--- config.mk ---
export PLATFORM = sky130hd
export DESIGN_NAME = m4i_ram
export DESIGN_NICKNAME = d
export VERILOG_FILES = /design/src/rtl/core/m4i_ram.sv
export SDC_FILE = /design/constraint.sdc
export NUM_CORES = 1
export LEC_CHECK = 0
export ABC_AREA = 1
export BUFFER_PORTS_ARGS = -buffer_cell sky130_fd_sc_hd__buf_2
export CAP_MARGIN = 10
export CORE_ASPECT_RATIO = 1.25
export CORE_UTILIZATION = 50
export CTS_BUF_LIST = sky130_fd_sc_hd__clkbuf_4
export CTS_CLUSTER_SIZE = 40
export DETAILED_ROUTE_END_ITERATION = 6
export GPL_TIMING_DRIVEN = 0
export MAX_ROUTING_LAYER = met4
export PLACE_DENSITY = 0.76
export SLEW_MARGIN = 5
export SYNTH_ARGS = -nofsm -noshare
export SYNTH_HDL_FRONTEND = slang
export SYNTH_SLANG_ARGS = --single-unit
--- constraint.sdc ---
create_clock -name clk -period 2.7 [get_ports clk]
set_clock_uncertainty 0.15 [all_clocks]
set_input_delay 0.405 -clock clk [delete_from_list [all_inputs] [get_ports clk]]
set_output_delay 0.405 -clock clk [all_outputs]
set_load 0.02 [all_outputs]
--- src/rtl/core/m4i_ram.sv ---
`default_nettype none
module m4i_ram #(
  parameter int WIDTH = 32,
  parameter int DEPTH = 16
) (
  input  wire logic                     clk,
  input  wire logic                     we,
  input  wire logic [$clog2(DEPTH)-1:0] waddr,
  input  wire logic [WIDTH-1:0]         wdata,
  input  wire logic [$clog2(DEPTH)-1:0] raddr,
  output logic      [WIDTH-1:0]         rdata
);

  logic [WIDTH-1:0] mem [DEPTH];

  always_ff @(posedge clk) begin
    if (we) begin
      mem[waddr] <= wdata;
    end
    rdata <= mem[raddr];
  end

endmodule
`default_nettype wire

==> flow_summary.toml <==
[global_routing]
grt_first_pass_wirelength_um = 90800
initial_antenna_violation_count = 1
track_usage_pct = 27.6
maximum_number_of_pins_on_one_net_before_global_route_repair = 21
via_count_of_the_first_global_routing_pass = 16400
globalRouteOverflowTotal = 0

[worst_setup_path]
timing.critical_path.slowest_stage_cell = "buf_1"
max_incr_delay_on_cp_ps = 560
worstPathArrival_ps = 2570
crit_required_ps = 3320
crit_type = "input pin to flop"
worst_setup_path_end_kind = "flop"
crit_path_start_kind = "input pin"
timing.reg2reg.setup_slack_ps = 1430
crit_family = "buffers and inverters"
worst-path-max-fanout = 10
cp_cell_sequence = "dlygate4sd3_1 -> clkbuf_1 -> inv_1 -> buf_1 -> nand3_1 -> nand2_1"
worst-path-buf-inv = 4

[detailed_routing]
drt-total-wl_um = 60700
detail-route-antenna-nets = 0
wire_per_inst_um = 19.9
detail_route.vias_per_cell = 5.40
drc = 16
via_count = 16500
drt_first_pass_iters = 7
initial_drc_count = 1922

[synth]
synthesis.area_per_instance_um2 = 10.7
number_of_distinct_library_cells_after_synthesis = 15
seq_area_frac_synth_pct = 70.5
syn_inst = 2120
yosys_synthesis_warning_count = 0
synthesis.nets = 2162
synth_area_um2 = 22700
ys_seq_elements = 544

[timing]
max-slew-margin-rel_pct = 30.8
hold_violation_total_from_the_final_report = 0
finalSetupViolations = 0
tightest_slew_ps = 1040
setup_repair_after_global_routing_missed_its_margin = "no"
max_clock_freq_mhz = 512
fin_tns_setup_ps = 0
post-route-period-util_pct = 72.4
drv_slew = 0
final.min_clock_period_ps = 1950

[final_layout]
seq_area_um2 = 16000
core_utilization_of_the_finished_layout_pct = 58.6
most_frequent_cells_in_the_layout = "nand2_1 (677), edfxtp_1 (512), inv_1 (388)"
mostFrequentLayoutCell = "nand2_1"
drive_above_1_share_pct = 15.7
fill_cells = 3502
fin_nets = 2405
total_non_filler_cell_area_in_the_finished_layout_um2 = 26300
multi_input_area_um2 = 4670
syn_to_final_growth_pct = 15.8

[floorplan]
core.rowCount = 87
initial_utilization_pct = 50.6
core_um2 = 45000
die_h_um = 240
die_area_um2 = 46300
pin_count = 74
die_x_um = 193

[hold_path]
hold_class = "input pin to flop"

[placement]
post-dp-hpwl_um = 38500
routability_congestion_estimate = 0.868
post_dp_cell_area_um2 = 24300
port_buffer_count = 71

[clocking]
cts.path.max_buffers = 3
cts_htree_levels = 3
clk_pin_slew_worst_paths_ps = 70
cts-root-buf = "clkbuf_4"
clkSinkCount = 544
clock_insertion_delay_worst_skew_ps = 880
cts_tree = "done"
cts_buffers = 121

[power]
p_leak_nw = 11.5
cellPowerDensity_nw_per_um2 = 668
power.ir.vdd_worst_uv = 315
totalPowerFinal_mw = 17.6

[run_status]
failing_checks = "design-rule violations"
status = "finished, violations left"

[job]
maxCapViolCount = 0
==> logic make-up after synthesis <==
| kind of cell | share of synthesized area (%) |
|---|---|
| DFF | 70.5 |
| buffers and inverters | 9.54 |
| and+or+nand+nor | 20.0 |
==> worst paths after layout <==
kind              start        end  cells past startpoint
min reg2reg  mem[8][23]  rdata[23]                      6
min            raddr[2]   rdata[2]                      5
max            raddr[3]  rdata[17]                      6
max reg2reg   mem[5][1]   rdata[1]                      6
==> flip-flops by register name (all words and copies together) (netlist names) <==
| name | flops |
|---|---|
| mem | 512 |
| rdata | 32 |
==> where the power goes <==
part	switching [mW]	internal, mW
registers	0.0487	9.43
logic	0.953	0.396
clock network	3.16	3.59
total	4.16	13.4
==> synth_stat cells <==
library cell | n | area [um2]
buf_1 | 14 | 52.6
buf_12 | 1 | 20.0
buf_2 | 41 | 205
buf_4 | 6 | 45.0
buf_6 | 29 | 327
clkbuf_1 | 14 | 52.6
dfxtp_1 | 32 | 641
edfxtp_1 | 512 | 15400
inv_1 | 388 | 1460
inv_2 | 1 | 3.75
inv_4 | 1 | 6.26
nand2_1 | 677 | 2540
nand3_1 | 385 | 1930
nand3b_1 | 2 | 15.0
nor2_1 | 17 | 63.8
==> final cells by class <==
class,instances,area share (%)
sequential,544,60.8
multi-input combinational,1081,17.7
clock buffer,198,5.65
inverter,390,5.57
timing repair buffer,120,4.08
tap,578,2.75
buffer,105,2.67
clock inverter,29,0.741
antenna,1,0.00950
==> timing repair <==
item | in CTS | in global routing
hold buffers | 33 | 0
buffers inserted | 0 | 0
resized for setup | 0 | 0
hold endpoints to repair | 513 | 0
==> worst register-to-register path, stage by stage, from the launching register on <==
cell,delay (ps)
edfxtp_1,370
inv_1,70
nand2_1,60
nand3_1,100
nand3_1,100
nand3_1,150
nand2_1,90
==> metal layers <==
metal  track usage, %  vias up  wire length (um)
li1                 -     7417                 -
met1             32.8     7677             21900
met2             43.7     1122             28900
met3             6.13      240              6710
met4             15.2        0              3130
met5                -        -                 0
==> per-stage QoR <==
step           hold slack, ps  std cells  setup slack [ps]
4_1_cts                  3.87       3045               742
2_1_floorplan             354       2120               152
3_5_place_dp              509       2785               323
3_3_place_gp              491       2769             -1510
6_report                 58.7       3046               745
5_1_grt                  42.1       3046               741
(Power assumes the default switching activity.)
