--- src/rtl/core/m4i_div.sv ---
`default_nettype none
// restoring unsigned divider, one quotient bit per cycle
module m4i_div #(
  parameter int NUM_WIDTH = 196,
  parameter int DEN_WIDTH = 131
) (
  input  wire logic                 clk,
  input  wire logic                 rst,
  input  wire logic                 start,
  input  wire logic [NUM_WIDTH-1:0] num,
  input  wire logic [DEN_WIDTH-1:0] den,
  output logic                      done,
  output logic      [NUM_WIDTH-1:0] quo
);

  localparam int CNTW = $clog2(NUM_WIDTH + 1);

  logic                 busy;
  logic [CNTW-1:0]      cnt;
  logic [NUM_WIDTH-1:0] nsh;
  logic [DEN_WIDTH-1:0] dreg;
  logic [DEN_WIDTH-1:0] rem;
  logic [DEN_WIDTH:0]   rem_sh;
  logic [DEN_WIDTH:0]   diff;
  logic                 ge;
  logic                 last_bit;

  assign rem_sh   = {rem, nsh[NUM_WIDTH-1]};
  assign diff     = rem_sh - {1'b0, dreg};
  assign ge       = !diff[DEN_WIDTH];
  assign last_bit = (cnt == CNTW'(1));

  always_ff @(posedge clk) begin
    if (rst) begin
      busy <= 1'b0;
      done <= 1'b0;
      cnt  <= '0;
    end else begin
      done <= busy && last_bit;
      if (start) begin
        busy <= 1'b1;
        cnt  <= CNTW'(NUM_WIDTH);
      end else if (busy) begin
        cnt <= cnt - CNTW'(1);
        if (last_bit) begin
          busy <= 1'b0;
        end
      end
    end
  end

  always_ff @(posedge clk) begin
    if (start) begin
      nsh  <= num;
      dreg <= den;
      rem  <= '0;
      quo  <= '0;
    end else if (busy) begin
      nsh <= nsh << 1;
      rem <= ge ? diff[DEN_WIDTH-1:0] : rem_sh[DEN_WIDTH-1:0];
      quo <= {quo[NUM_WIDTH-2:0], ge};
    end
  end

endmodule
`default_nettype wire

--- config.mk ---
export PLATFORM = sky130hd
export DESIGN_NAME = m4i_div
export DESIGN_NICKNAME = d
export VERILOG_FILES = /design/src/rtl/core/m4i_div.sv
export SDC_FILE = /design/constraint.sdc
export NUM_CORES = 1
export LEC_CHECK = 0
export BUFFER_PORTS_ARGS = -buffer_cell sky130_fd_sc_hd__buf_2
export CORE_ASPECT_RATIO = 2
export CORE_MARGIN = 10
export CORE_UTILIZATION = 60
export CTS_CLUSTER_DIAMETER = 150
export DETAILED_ROUTE_END_ITERATION = 8
export PLACE_DENSITY = 0.86
export SETUP_SLACK_MARGIN = 0.1
export SYNTH_ARGS = -nofsm -noshare
export SYNTH_HDL_FRONTEND = slang
export SYNTH_SLANG_ARGS = --single-unit
--- constraint.sdc ---
create_clock -name clk -period 15 [get_ports clk]
set_input_delay 0.75 -clock clk [delete_from_list [all_inputs] [get_ports clk]]
set_output_delay 0.75 -clock clk [all_outputs]
set_load 0.05 [all_outputs]
==> flow_metrics.py <==
metrics = {
    "floorplan": {
        "floorplan_row_count": 123,
        "floorplan.initialDensity_pct": 60.52,
        "floorplan_die_width_um": 188.6,
        "die_area_mm2": 0.06733,
        "fp.coreArea_mm2": 0.05633,
        "io-pin-count": 527,
        "dieHeight_um": 357.1,
    },
    "power_and_ir_drop": {
        "static_leakage_nw": 16.36,
        "ir_worst_vdd_uv": 102.9,
        "cell_internal_pwr_w": 0.003115,
        "power_frac_seq_pct": 48.3,
        "power_density_mw_per_mm2": 110.9,
        "power.share.switching_pct": 27.98,
        "p_sw_w": 0.001210,
        "proportion_of_power_drawn_by_the_clock_network_pct": 35.0,
        "comb_power_share_pct": 16.7,
    },
    "hold_path": {
        "hold_path.class": "input port to flip-flop",
        "holdCritStartpoint": "den[116]",
        "worstHoldEndpoint": "dreg[116]",
        "holdPathStages": 1,
    },
    "clock_tree": {
        "clockRootBuffer": "clkbuf_16",
        "clock_tree_from_tritoncts": "yes",
        "clk-insertion-delay-late_ns": 0.64,
        "number_of_buffers_added_by_the_clock_tree_synthesis_step": 57,
        "cts-htree-levels": 2,
        "cts-resized-gates": 0,
        "clk_pin_slew_worst_setup_hold_paths_ns": 0.07,
        "postCtsHoldBufs": 0,
        "clock-sinks": 664,
        "ctsLongestPathBuffers": 3,
        "cts.repair_timing.setup_buffer_count": 0,
    },
    "critical_path": {
        "cp_data_arrival_time_ns": 5.75,
        "ff2ff_setup_slack_ns": 9.72,
        "worst-endpoint-required_ns": 15.47,
        "worst-path-max-fanout": 88,
        "timing_worst_setup_path_type": "flip-flop to flip-flop",
        "regToRegEndpoint": "rem[43]",
        "r2r_cells": 15,
        "crit_path_end_kind": "flip-flop",
        "worstReg2RegStart": "dreg[23]",
        "cp-start-kind": "flip-flop",
    },
    "synth": {
        "yosys_warnings": 0,
        "synth_async_sr_flop_share_pct": 0,
        "gate_count_after_technology_mapping": 3423,
        "post_synth_mux_area_share_pct": 12.85,
        "synth_xor_area_share_pct": 3.263,
        "synth-adder-area-share_pct": 4.940,
        "ys.flop_type": "dfxtp_1",
        "synth_seq_area_share_pct": 48.59,
        "synth_fp_nets": 3887,
        "mappedNetlistArea_mm2": 0.03409,
        "synth_simple_gate_area_share_pct": 12.45,
        "post_synth_num_cell_types": 80,
        "synth_top_family_by_area": "compound AO/OA/AOI/OAI gates",
        "synth_edf_count": 327,
        "synth-compound-area-share_pct": 13.51,
        "post_synth.cell_area_avg_um2": 9.960,
        "yosys_register_bits": 664,
    },
    "place": {
        "numPortBuffers": 526,
        "gpl.final_weighted_congestion": 1.027,
        "place_hpwl_um": 78990,
        "placed_cell_area_mm2": 0.03705,
    },
    "sta": {
        "fin_tns_setup_ns": 0,
        "finalCriticalPeriod_ns": 5.281,
        "hold_viol_final": 0,
        "finalClockSkew_ns": 0.02385,
        "maxSlewViolCount": 0,
        "fin_crit_sh_pct": 35.21,
        "maxSlewHeadroom_pct": 23.31,
        "setup_viol": 0,
        "transition_at_the_pin_with_the_smallest_max_transition_slack_ns": 1.150,
        "achievable-frequency_mhz": 189.4,
        "hold_ws_ns": 0.2796,
        "rsz0062_at_grt": "false",
    },
    "drt": {
        "post-route-drc-count": 0,
        "firstDrtPassIters": 6,
        "drt_iter0_markers": 2086,
        "wl_um": 106200,
        "via_count": 28047,
        "post_drt_via_cell_ratio": 6.041,
        "wl_per_cell_um": 22.87,
        "ant_nets": 0,
    },
    "cells_and_area": {
        "seqCellArea_mm2": 0.01657,
        "area.growth.synth_to_final_pct": 14.38,
        "final.fill_count": 4197,
        "finalInstanceArea_mm2": 0.03899,
        "final_core_util_pct": 69.23,
        "multi_input_area_mm2": 0.01604,
        "final_common_cell": "buf_2",
        "final_cell_mix": "buf_2 (525), nor2_1 (474), dfxtp_1 (336)",
        "finalNetCount": 4292,
        "layout-drive-gt1-share_pct": 22.26,
    },
    "global_route": {
        "gr-total-overflow": 0,
        "global_route.usage.total_pct": 30.13,
        "antenna_violations_before_repair": 32,
        "first_global_vias": 28587,
        "largest_net_degree_at_the_start_of_global_routing": 187,
        "grt_pass1_wl_um": 160400,
    },
    "flow_run": {
        "drv.max_cap_violation_count": 0,
    },
    "status": {
        "status": "finished clean",
    },
}
logic make-up after synthesis:
group | Yosys count
buffers and inverters | 383
muxes | 413
and+or+nand+nor | 976
adders and majority gates | 134
AOI/OAI and AO/OA | 726
DFF | 664
xor gates and xnor gates | 127
per-stage QoR:
step | std cells | worst slack, ns | power (W)
global placement | 4519 | 9.929 | 0.002816
finish | 4643 | 9.719 | 0.004324
detailed placement | 4519 | 9.813 | 0.002829
CTS | 4627 | 9.778 | 0.004332
global route | 4637 | 9.425 | 0.004474
floorplan | 3423 | 9.368 | 0.002613
Yosys cell counts (all sizes together), types with 11 or more instances:
master	n	area, µm²
dfxtp	337	6746
clkbuf	145	546.8
inv	182	683.2
nand3	19	95.09
o21a	24	180.2
buf	55	266.5
o31ai	16	125.1
xor2	49	429.2
edfxtp	327	9819
a211oi	77	578.1
o22ai	12	75.07
and3	29	181.4
nor2b	14	87.58
mux2	197	2218
nand4	68	425.4
a21oi	263	1316
nand2	245	919.6
nor3	63	320.3
nand2b	14	87.58
nor4	11	68.82
nor2	475	1785
mux2i	216	2162
xnor2	78	683.2
a311oi	39	341.6
ha	133	1664
o21bai	37	277.8
a21o	34	255.2
o21ai	140	704.4
worst max path at each step:
stage          startpoint  endpoint  slack (ns)  cells past startpoint
2_1_floorplan       start    nsh[0]        9.37                      4
3_3_place_gp      dreg[4]   rem[22]        9.93                     15
3_5_place_dp      dreg[4]   rem[22]        9.81                     15
4_1_cts          dreg[23]   rem[22]        9.78                     15
5_1_grt          dreg[94]   rem[30]        9.43                     15
6_report         dreg[23]   rem[43]        9.72                     15
power by group through the flow:
stage / Combinational, W / Sequential [W] / Clock [W]
after detailed placement: 0.000706 / 0.00212 / 0
after global routing: 0.000785 / 0.00210 / 0.00159
after CTS: 0.000712 / 0.00209 / 0.00153
after global placement: 0.000697 / 0.00212 / 0
final: 0.000722 / 0.00209 / 0.00152
after floorplan: 0.000511 / 0.00210 / 0
flip-flops by register name, summed over array words and instances, names as in the netlist:
name	cells
dreg	131
quo	196
busy	1
cnt	8
done	1
nsh	196
rem	131
routing by layer:
layer	part of all wire, %	vias up	track usage, %
met4	6.7	28	18.98
met3	8.1	390	8.055
met1	34	13293	30.34
met2	51	1210	54.03
met5	0.18	-	0
li1	-	13126	-
layout make-up:
class / count / share of cell area [%]
Timing Repair Buffer: 546 / 7.194
Tap cell: 750 / 2.407
Inverter: 183 / 1.774
Clock inverter: 33 / 0.5936
Clock buffer: 75 / 4.297
Antenna cell: 16 / 0.1027
Multi-Input combinational cell: 2376 / 41.14
Sequential cell: 664 / 42.49
worst max-delay path, cell delays in order (launching register included):
cell       delay (ns)
edfxtp_1         0.35
inv_1            0.05
ha_1             0.40
nand4_1          0.23
nor3_1           0.36
inv_1            0.11
a2111oi_2        0.34
nor3_2           0.13
o32a_1           0.30
o21ai_2          0.28
nor2b_1          0.36
or2_4            0.89
buf_4            0.77
nor2_1           0.13
a211oi_1         0.25
nor3_1           0.07
No activity file was read; power rests on OpenSTA's default activity.
