File: src/rtl/core/m4i_mul.sv
`default_nettype none
// bit-serial signed multiplier, one multiplier bit per cycle
module m4i_mul #(
  parameter int A_WIDTH = 130,
  parameter int B_WIDTH = 32
) (
  input  wire logic               clk,
  input  wire logic               rst,
  input  wire logic               start,
  input  wire logic [A_WIDTH-1:0] a,
  input  wire logic [B_WIDTH-1:0] b,
  output logic                    busy,
  output logic                    done,
  output logic      [A_WIDTH-1:0] prod
);

  localparam int CNTW = $clog2(B_WIDTH + 1);

  logic [A_WIDTH-1:0] mcand;
  logic [B_WIDTH-1:0] mplier;
  logic [CNTW-1:0]    cnt;
  logic               last_bit;

  assign last_bit = (cnt == CNTW'(1));

  always_ff @(posedge clk) begin
    if (rst) begin
      busy <= 1'b0;
      done <= 1'b0;
      cnt  <= '0;
    end else begin
      done <= busy && last_bit;
      if (start) begin
        busy <= 1'b1;
        cnt  <= CNTW'(B_WIDTH);
      end else if (busy) begin
        cnt <= cnt - CNTW'(1);
        if (last_bit) begin
          busy <= 1'b0;
        end
      end
    end
  end

  // the sign bit of b carries negative weight
  always_ff @(posedge clk) begin
    if (start) begin
      mcand  <= a;
      mplier <= b;
      prod   <= '0;
    end else if (busy) begin
      mcand  <= mcand << 1;
      mplier <= mplier >> 1;
      if (mplier[0]) begin
        prod <= last_bit ? prod - mcand : prod + mcand;
      end
    end
  end

endmodule
`default_nettype wire

File: config.mk
export PLATFORM = sky130hd
export DESIGN_NAME = m4i_mul
export DESIGN_NICKNAME = d
export VERILOG_FILES = /design/src/rtl/core/m4i_mul.sv
export SDC_FILE = /design/constraint.sdc
export NUM_CORES = 1
export LEC_CHECK = 0
export BUFFER_PORTS_ARGS = -buffer_cell sky130_fd_sc_hd__buf_2
export CORE_MARGIN = 5
export CORE_UTILIZATION = 34
export DETAILED_ROUTE_END_ITERATION = 7
export MAX_ROUTING_LAYER = met4
export SYNTH_ARGS = -nofsm -noshare
export SYNTH_HDL_FRONTEND = slang
export SYNTH_SLANG_ARGS = --single-unit
File: constraint.sdc
create_clock -name clk -period 7.4 [get_ports clk]
set_input_delay 0.74 -clock clk [delete_from_list [all_inputs] [get_ports clk]]
set_output_delay 0.74 -clock clk [all_outputs]
set_load 0.01 [all_outputs]
==> results_dict.tcl, run 1 <==
set metrics [dict create \
    drtPass1Iterations 8 \
    post-route-drc-count 0 \
    finClkSkew_ns 0.0330 \
    ir_drop_mv 0.183 \
    fin_cells 3799 \
    wl_met1_microns 35300 \
    avgSynthCellArea_sq_um 8.46 \
    drv_slew 0 \
    crit_path_start_kind "flop" \
    synth-edff-count 162 \
    drv_cap 0 \
    hpwl_microns 61000 \
    final_cell_mix "nand2_1, a21oi_1, buf_2" \
    async_flop_share 0 \
    layout_commonest_cell "nand2_1" \
    drive_gt1_frac 0.200 \
    yosys_warnings 0 \
    antenna_found_initial 5 \
    postCtsHoldBufs 0 \
    drt_iter0_drc 1802 \
    hold_viol 0 \
    cp.buffers_inverters 3 \
    clk_path_buf_depth 3 \
    rows 94 \
    synth_seq_cells 300 \
    setup_tns_ns 0 \
    syn_inst 2671 \
    final_nets 3199 \
    numCtsBuffers 39 \
    arrival_ns 7.55 \
    via_per_inst 5.51 \
    path_cells "or4_4, nor4b_1, buf_4, nand4_1, or3_1, or3_2, o41ai_1, xor2_1, ha_1, nand4_1, nor3_2, inv_1, o221ai_1, a221o_1, a21o_1, a31oi_1, o41ai_2, buf_4, a21oi_1, o41a_1, or4_1, o311ai_0" \
    crit_fanout 6 \
    dp_cells 3724 \
    core_sq_um 65900 \
    cts_sinks 300 \
    die_x_microns 268 \
    route.top_layer_used "met4" \
    rsz0062_at_grt "no" \
    synth_nets 2969 \
    grt_pass1_wl_microns 119000 \
    setup_viol 0 \
    postRouteAntennaNets 0 \
    worst_pin_slew_ns 1.06 \
    slowest_delay_ns 0.60 \
    grt-ovfl-total 0 \
    cp-end-kind "flop" \
    final_util 0.400 \
    drt_wl_total_microns 78400 \
    min_period_over_period 0.959 \
    start_util 0.343 \
    cts.repair.resized 0 \
    clk_latency_ns 0.58 \
    dr_total_vias 20900 \
    gp_congestion 0.988 \
    hp-class "input port to flop" \
    syn-cell-area_sq_um 22600 \
    syn_to_final_growth_pct 16.5 \
    power_density_nw_per_um2 231 \
    post-cts-setup-buffers 0 \
    outcome "completed" \
    crit_type "flop to flop" \
    synth.distinct_cells 75 \
    slew_headroom 0.295 \
    wl_met3_microns 5870 \
    slowest_stage "o41a_1" \
    p_leak_nw 10.8 \
    wl_per_cell_microns 20.6 \
    cp_top_family "simple AND/OR/NAND/NOR gates" \
    cp.required_ns 7.86 \
    grt_pass1_vias 20000 \
    ios 297 \
    grtUsageTotal 0.216 \
    nFillCells 6748 \
    fmax_ghz 0.141 \
    cts_root_buf "clkbuf_16" \
    die_h_microns 268 \
    grt_max_degree 117 \
    cts_tree "built" \
    port_buffers 296 \
    dr_wl_met2_microns 34600 \
    htree_num_levels 2 \
    die_area_sq_um 71700 \
    synthFlopType "edfxtp_1" \
    ys_seq_area_frac 0.338 \
    cts.clk_slew.worst_paths_ns 0.06 \
    min_period_ns 7.10 \
]
## worst min-delay path, delay by kind of cell
| kind | cells | cell delay (ns) |
|---|---|---|
| AND/OR/NAND/NOR | 1 | 0.04 |
| AO/OA/AOI/OAI | 1 | 0.05 |
| buffers and inverters | 1 | 0.08 |
## synthesized netlist by cell type (28+ instances only)
cell	number	area (sq um)
nand2_1	350	1310
a21oi_1	326	1630
nor2_1	196	736
o21ai_0	191	956
edfxtp_1	162	4860
mux2_2	153	1720
xnor2_1	145	1270
dfxtp_1	138	2760
clkbuf_1	133	499
ha_1	132	1650
xor2_1	105	920
nand4_1	74	463
a21o_1	70	526
inv_1	60	225
nor3_1	54	270
o21bai_1	39	293
nand3_1	28	140
## cell families (layout without fill, tap and decap cells)
kind of cell             after synthesis  after routing  share of synthesized area
adder cells (fa/ha/maj)              133            133                     0.0740
other                                  0              4                          0
buffers and inverters                206            466                     0.0345
multiplexers                         154            154                     0.0767
AO/OA/AOI/OAI                        784            784                      0.207
flip-flops                           300            300                      0.338
AND/OR/NAND/NOR                      844            844                      0.174
XOR/XNOR                             250            250                     0.0969
## metal layers
layer | vias to the layer above | track usage
met5 | - | -
met4 | 0 | 0.0697
met3 | 122 | 0.0379
met2 | 715 | 0.323
met1 | 9888 | 0.298
li1 | 10200 | -
## state kept, by name, summed over array words and instances (netlist names)
signal,count
busy,1
cnt,6
prod,130
mplier,32
mcand,130
done,1
## where the power goes
group | internal (mW) | switching, mW | total, mW | leakage (nW)
sequential | 1.95 | 0.190 | 2.14 | 2.76
combinational | 0.745 | 1.16 | 1.90 | 7.41
clock | 1.24 | 0.798 | 2.04 | 0.643
## cell type report
class | count | area [sq um] | share of cell area
multi-input combinational | 2165 | 14200 | 0.541
sequential | 300 | 7630 | 0.290
timing repair buffer | 335 | 1800 | 0.0682
tap | 864 | 1080 | 0.0411
clock buffer | 53 | 1080 | 0.0410
clock inverter | 18 | 274 | 0.0104
inverter | 60 | 225 | 0.00855
antenna | 4 | 10.0 | 0.000380
## metrics by stage
stage,setup slack [ns],instance area [sq um],hold WS (ns),power (mW)
final,0.302,26300,0.461,6.08
after global routing,0.00926,26300,0.438,6.41
after CTS,0.275,26300,0.421,6.11
after detailed placement,0.309,24900,0.464,4.05
after global placement,0.289,24900,0.458,4.06
after floorplan,1.12,22600,0.469,3.45
## worst paths after layout
check                start    endpoint  slack (ns)  cells after the start
setup reg to reg  mcand[3]   prod[127]        0.30                     22
hold / removal      a[128]  mcand[128]        0.46                      3
setup / recovery  mcand[3]   prod[127]        0.30                     22
hold reg to reg   prod[25]    prod[25]        0.47                      2
Power figures use the tool's default switching activity.
==> run 2, diff against run 1 <==
CORE_UTILIZATION = 60   (was 34)
PLACE_DENSITY = 0.82   (was unset)
==> results_dict.tcl, run 2 (synthesis gave the netlist of run 1 again) <==
set metrics [dict create \
    rr_endpoint "prod[129]" \
    hp-class "input port to flop" \
    finClkSkew_ns 0.0294 \
    grt_max_degree 90 \
    drv_slew 0 \
    cts_sinks 300 \
    hold_viol 0 \
    cts_root_buf "clkbuf_16" \
    antenna_found_initial 0 \
    hp-start "rst" \
    numCtsBuffers 35 \
    p_leak_nw 10.7 \
    port_buffers 296 \
    final_nets 3193 \
    drt_wl_total_microns 76400 \
    grtUsageTotal 0.363 \
    postRouteAntennaNets 0 \
    stdcell_area_sq_um 25600 \
    core_sq_um 37400 \
    antenna_cells 0 \
    min_period_ns 7.02 \
    outcome "completed" \
    min_to "cnt[5]" \
    dr_total_vias 21900 \
    final_cell_mix "nand2_1, a21oi_1, buf_2" \
    ios 297 \
    drt_iter0_drc 2172 \
    rr_startpoint "mcand[28]" \
    crit_type "flop to flop" \
    cts.clk_slew.worst_paths_ns 0.06 \
    hpwl_microns 58800 \
    setup_viol 0 \
    fmax_ghz 0.142 \
    drive_gt1_frac 0.196 \
    start_util 0.604 \
    grt-ovfl-total 0 \
    rows 71 \
    r2r_slack_ns 0.38 \
    setup_tns_ns 0 \
    post-route-drc-count 0 \
    grt_pass1_wl_microns 118000 \
    wl_per_cell_microns 22.3 \
    syn_to_final_growth_pct 13.3 \
    postCtsHoldBufs 0 \
    clk_path_buf_depth 3 \
    worst_pin_slew_ns 1.08 \
    htree_num_levels 2 \
    clk_latency_ns 0.57 \
    layout_commonest_cell "nand2_1" \
    cp-end-kind "flop" \
    cts_tree "built" \
    via_per_inst 6.38 \
    cts.repair.resized 0 \
    rsz0062_at_grt "no" \
    crit_fanout 6 \
    dpl_cell_area_sq_um 24500 \
    slew_headroom 0.279 \
    crit_path_start_kind "flop" \
    drv_cap 0 \
    power_density_nw_per_um2 227 \
    min_period_over_period 0.949 \
    drtPass1Iterations 6 \
    die_area_sq_um 41600 \
    hold_path_depth 2 \
    arrival_ns 7.49 \
    gp_congestion 1.01 \
    ir_drop_mv 0.256 \
    post-cts-setup-buffers 0 \
    reg.largest.list "mcand x130, prod x130, mplier x32" \
    r2r_cells 24 \
    die_x_microns 204 \
    grt_pass1_vias 21200 \
    cp.required_ns 7.87 \
    die_h_microns 204 \
]
## run 2: cell count changes in the layout (fill, tap and decap cells not counted), moves of 2 or more
cell | before | now
bufinv_16 | 6 | 3
clkinv_2 | 1 | 6
clkbuf_16 | 40 | 35
diode_2 | 4 | 0
clkinv_4 | 3 | 1
inv_16 | 0 | 2
clkinvlp_4 | 4 | 2
## run 2: worst max path at each step
stage / startpoint / endpoint / slack (ns) / cells past startpoint
6_report: mcand[28] / prod[129] / 0.38 / 24
5_1_grt: mcand[3] / prod[124] / 0.05 / 22
4_1_cts: mcand[28] / prod[129] / 0.55 / 24
3_5_place_dp: mcand[28] / prod[129] / 0.58 / 24
3_3_place_gp: mcand[28] / prod[129] / 0.88 / 24
2_1_floorplan: mcand[3] / prod[124] / 1.12 / 21
## run 2: layout make-up
type / count / area (sq um)
sequential: 300 / 7630
clock buffer: 46 / 937
timing repair buffer: 333 / 1770
multi-input combinational: 2165 / 14200
inverter: 60 / 225
clock inverter: 17 / 200
tap: 511 / 639
fill: 2997 / 11800
## run 2: report_power, final
part           switching (mW)  internal, mW
clock                   0.751          1.01
sequential              0.190          1.95
combinational            1.17         0.746
## run 2: critical path, cell delays in order, from the launching register on
cell and delay [ns]:
edfxtp_1 0.45, or4_1 0.58, or3_4 0.39, or4_4 0.55, nor2_1 0.31, nand2_1 0.23, nor2_1 0.22, nand2_1 0.17
nor2_1 0.55, a21oi_1 0.18, xnor2_1 0.18, ha_1 0.39, nand4_1 0.17, nor3_1 0.30, nor4b_1 0.30, inv_1 0.11
a2111oi_0 0.53, buf_4 0.21, nor4b_1 0.05, buf_4 0.17, o2111ai_1 0.18, a41oi_1 0.16, xnor2_1 0.21, a21oi_1 0.09
a31o_1 0.21
## run 2: metal layers
layer | vias up | track usage | routed length (microns)
li1 | 10200 | - | -
met1 | 10400 | 0.484 | 32200
met2 | 1113 | 0.574 | 35500
met3 | 179 | 0.0549 | 6170
met4 | 0 | 0.117 | 2470
met5 | - | - | 0
## run 2: through the flow
step	worst slack [ns]	cells	hold WS, ns	util	power (mW)
after detailed placement	0.579	3369	0.464	0.654	4.03
after CTS	0.554	3432	0.424	0.685	5.80
final	0.377	3432	0.454	0.685	5.82
after global placement	0.885	3369	0.461	0.654	4.00
after global routing	0.0548	3432	0.452	0.685	6.10
after floorplan	1.12	2671	0.469	-	3.45
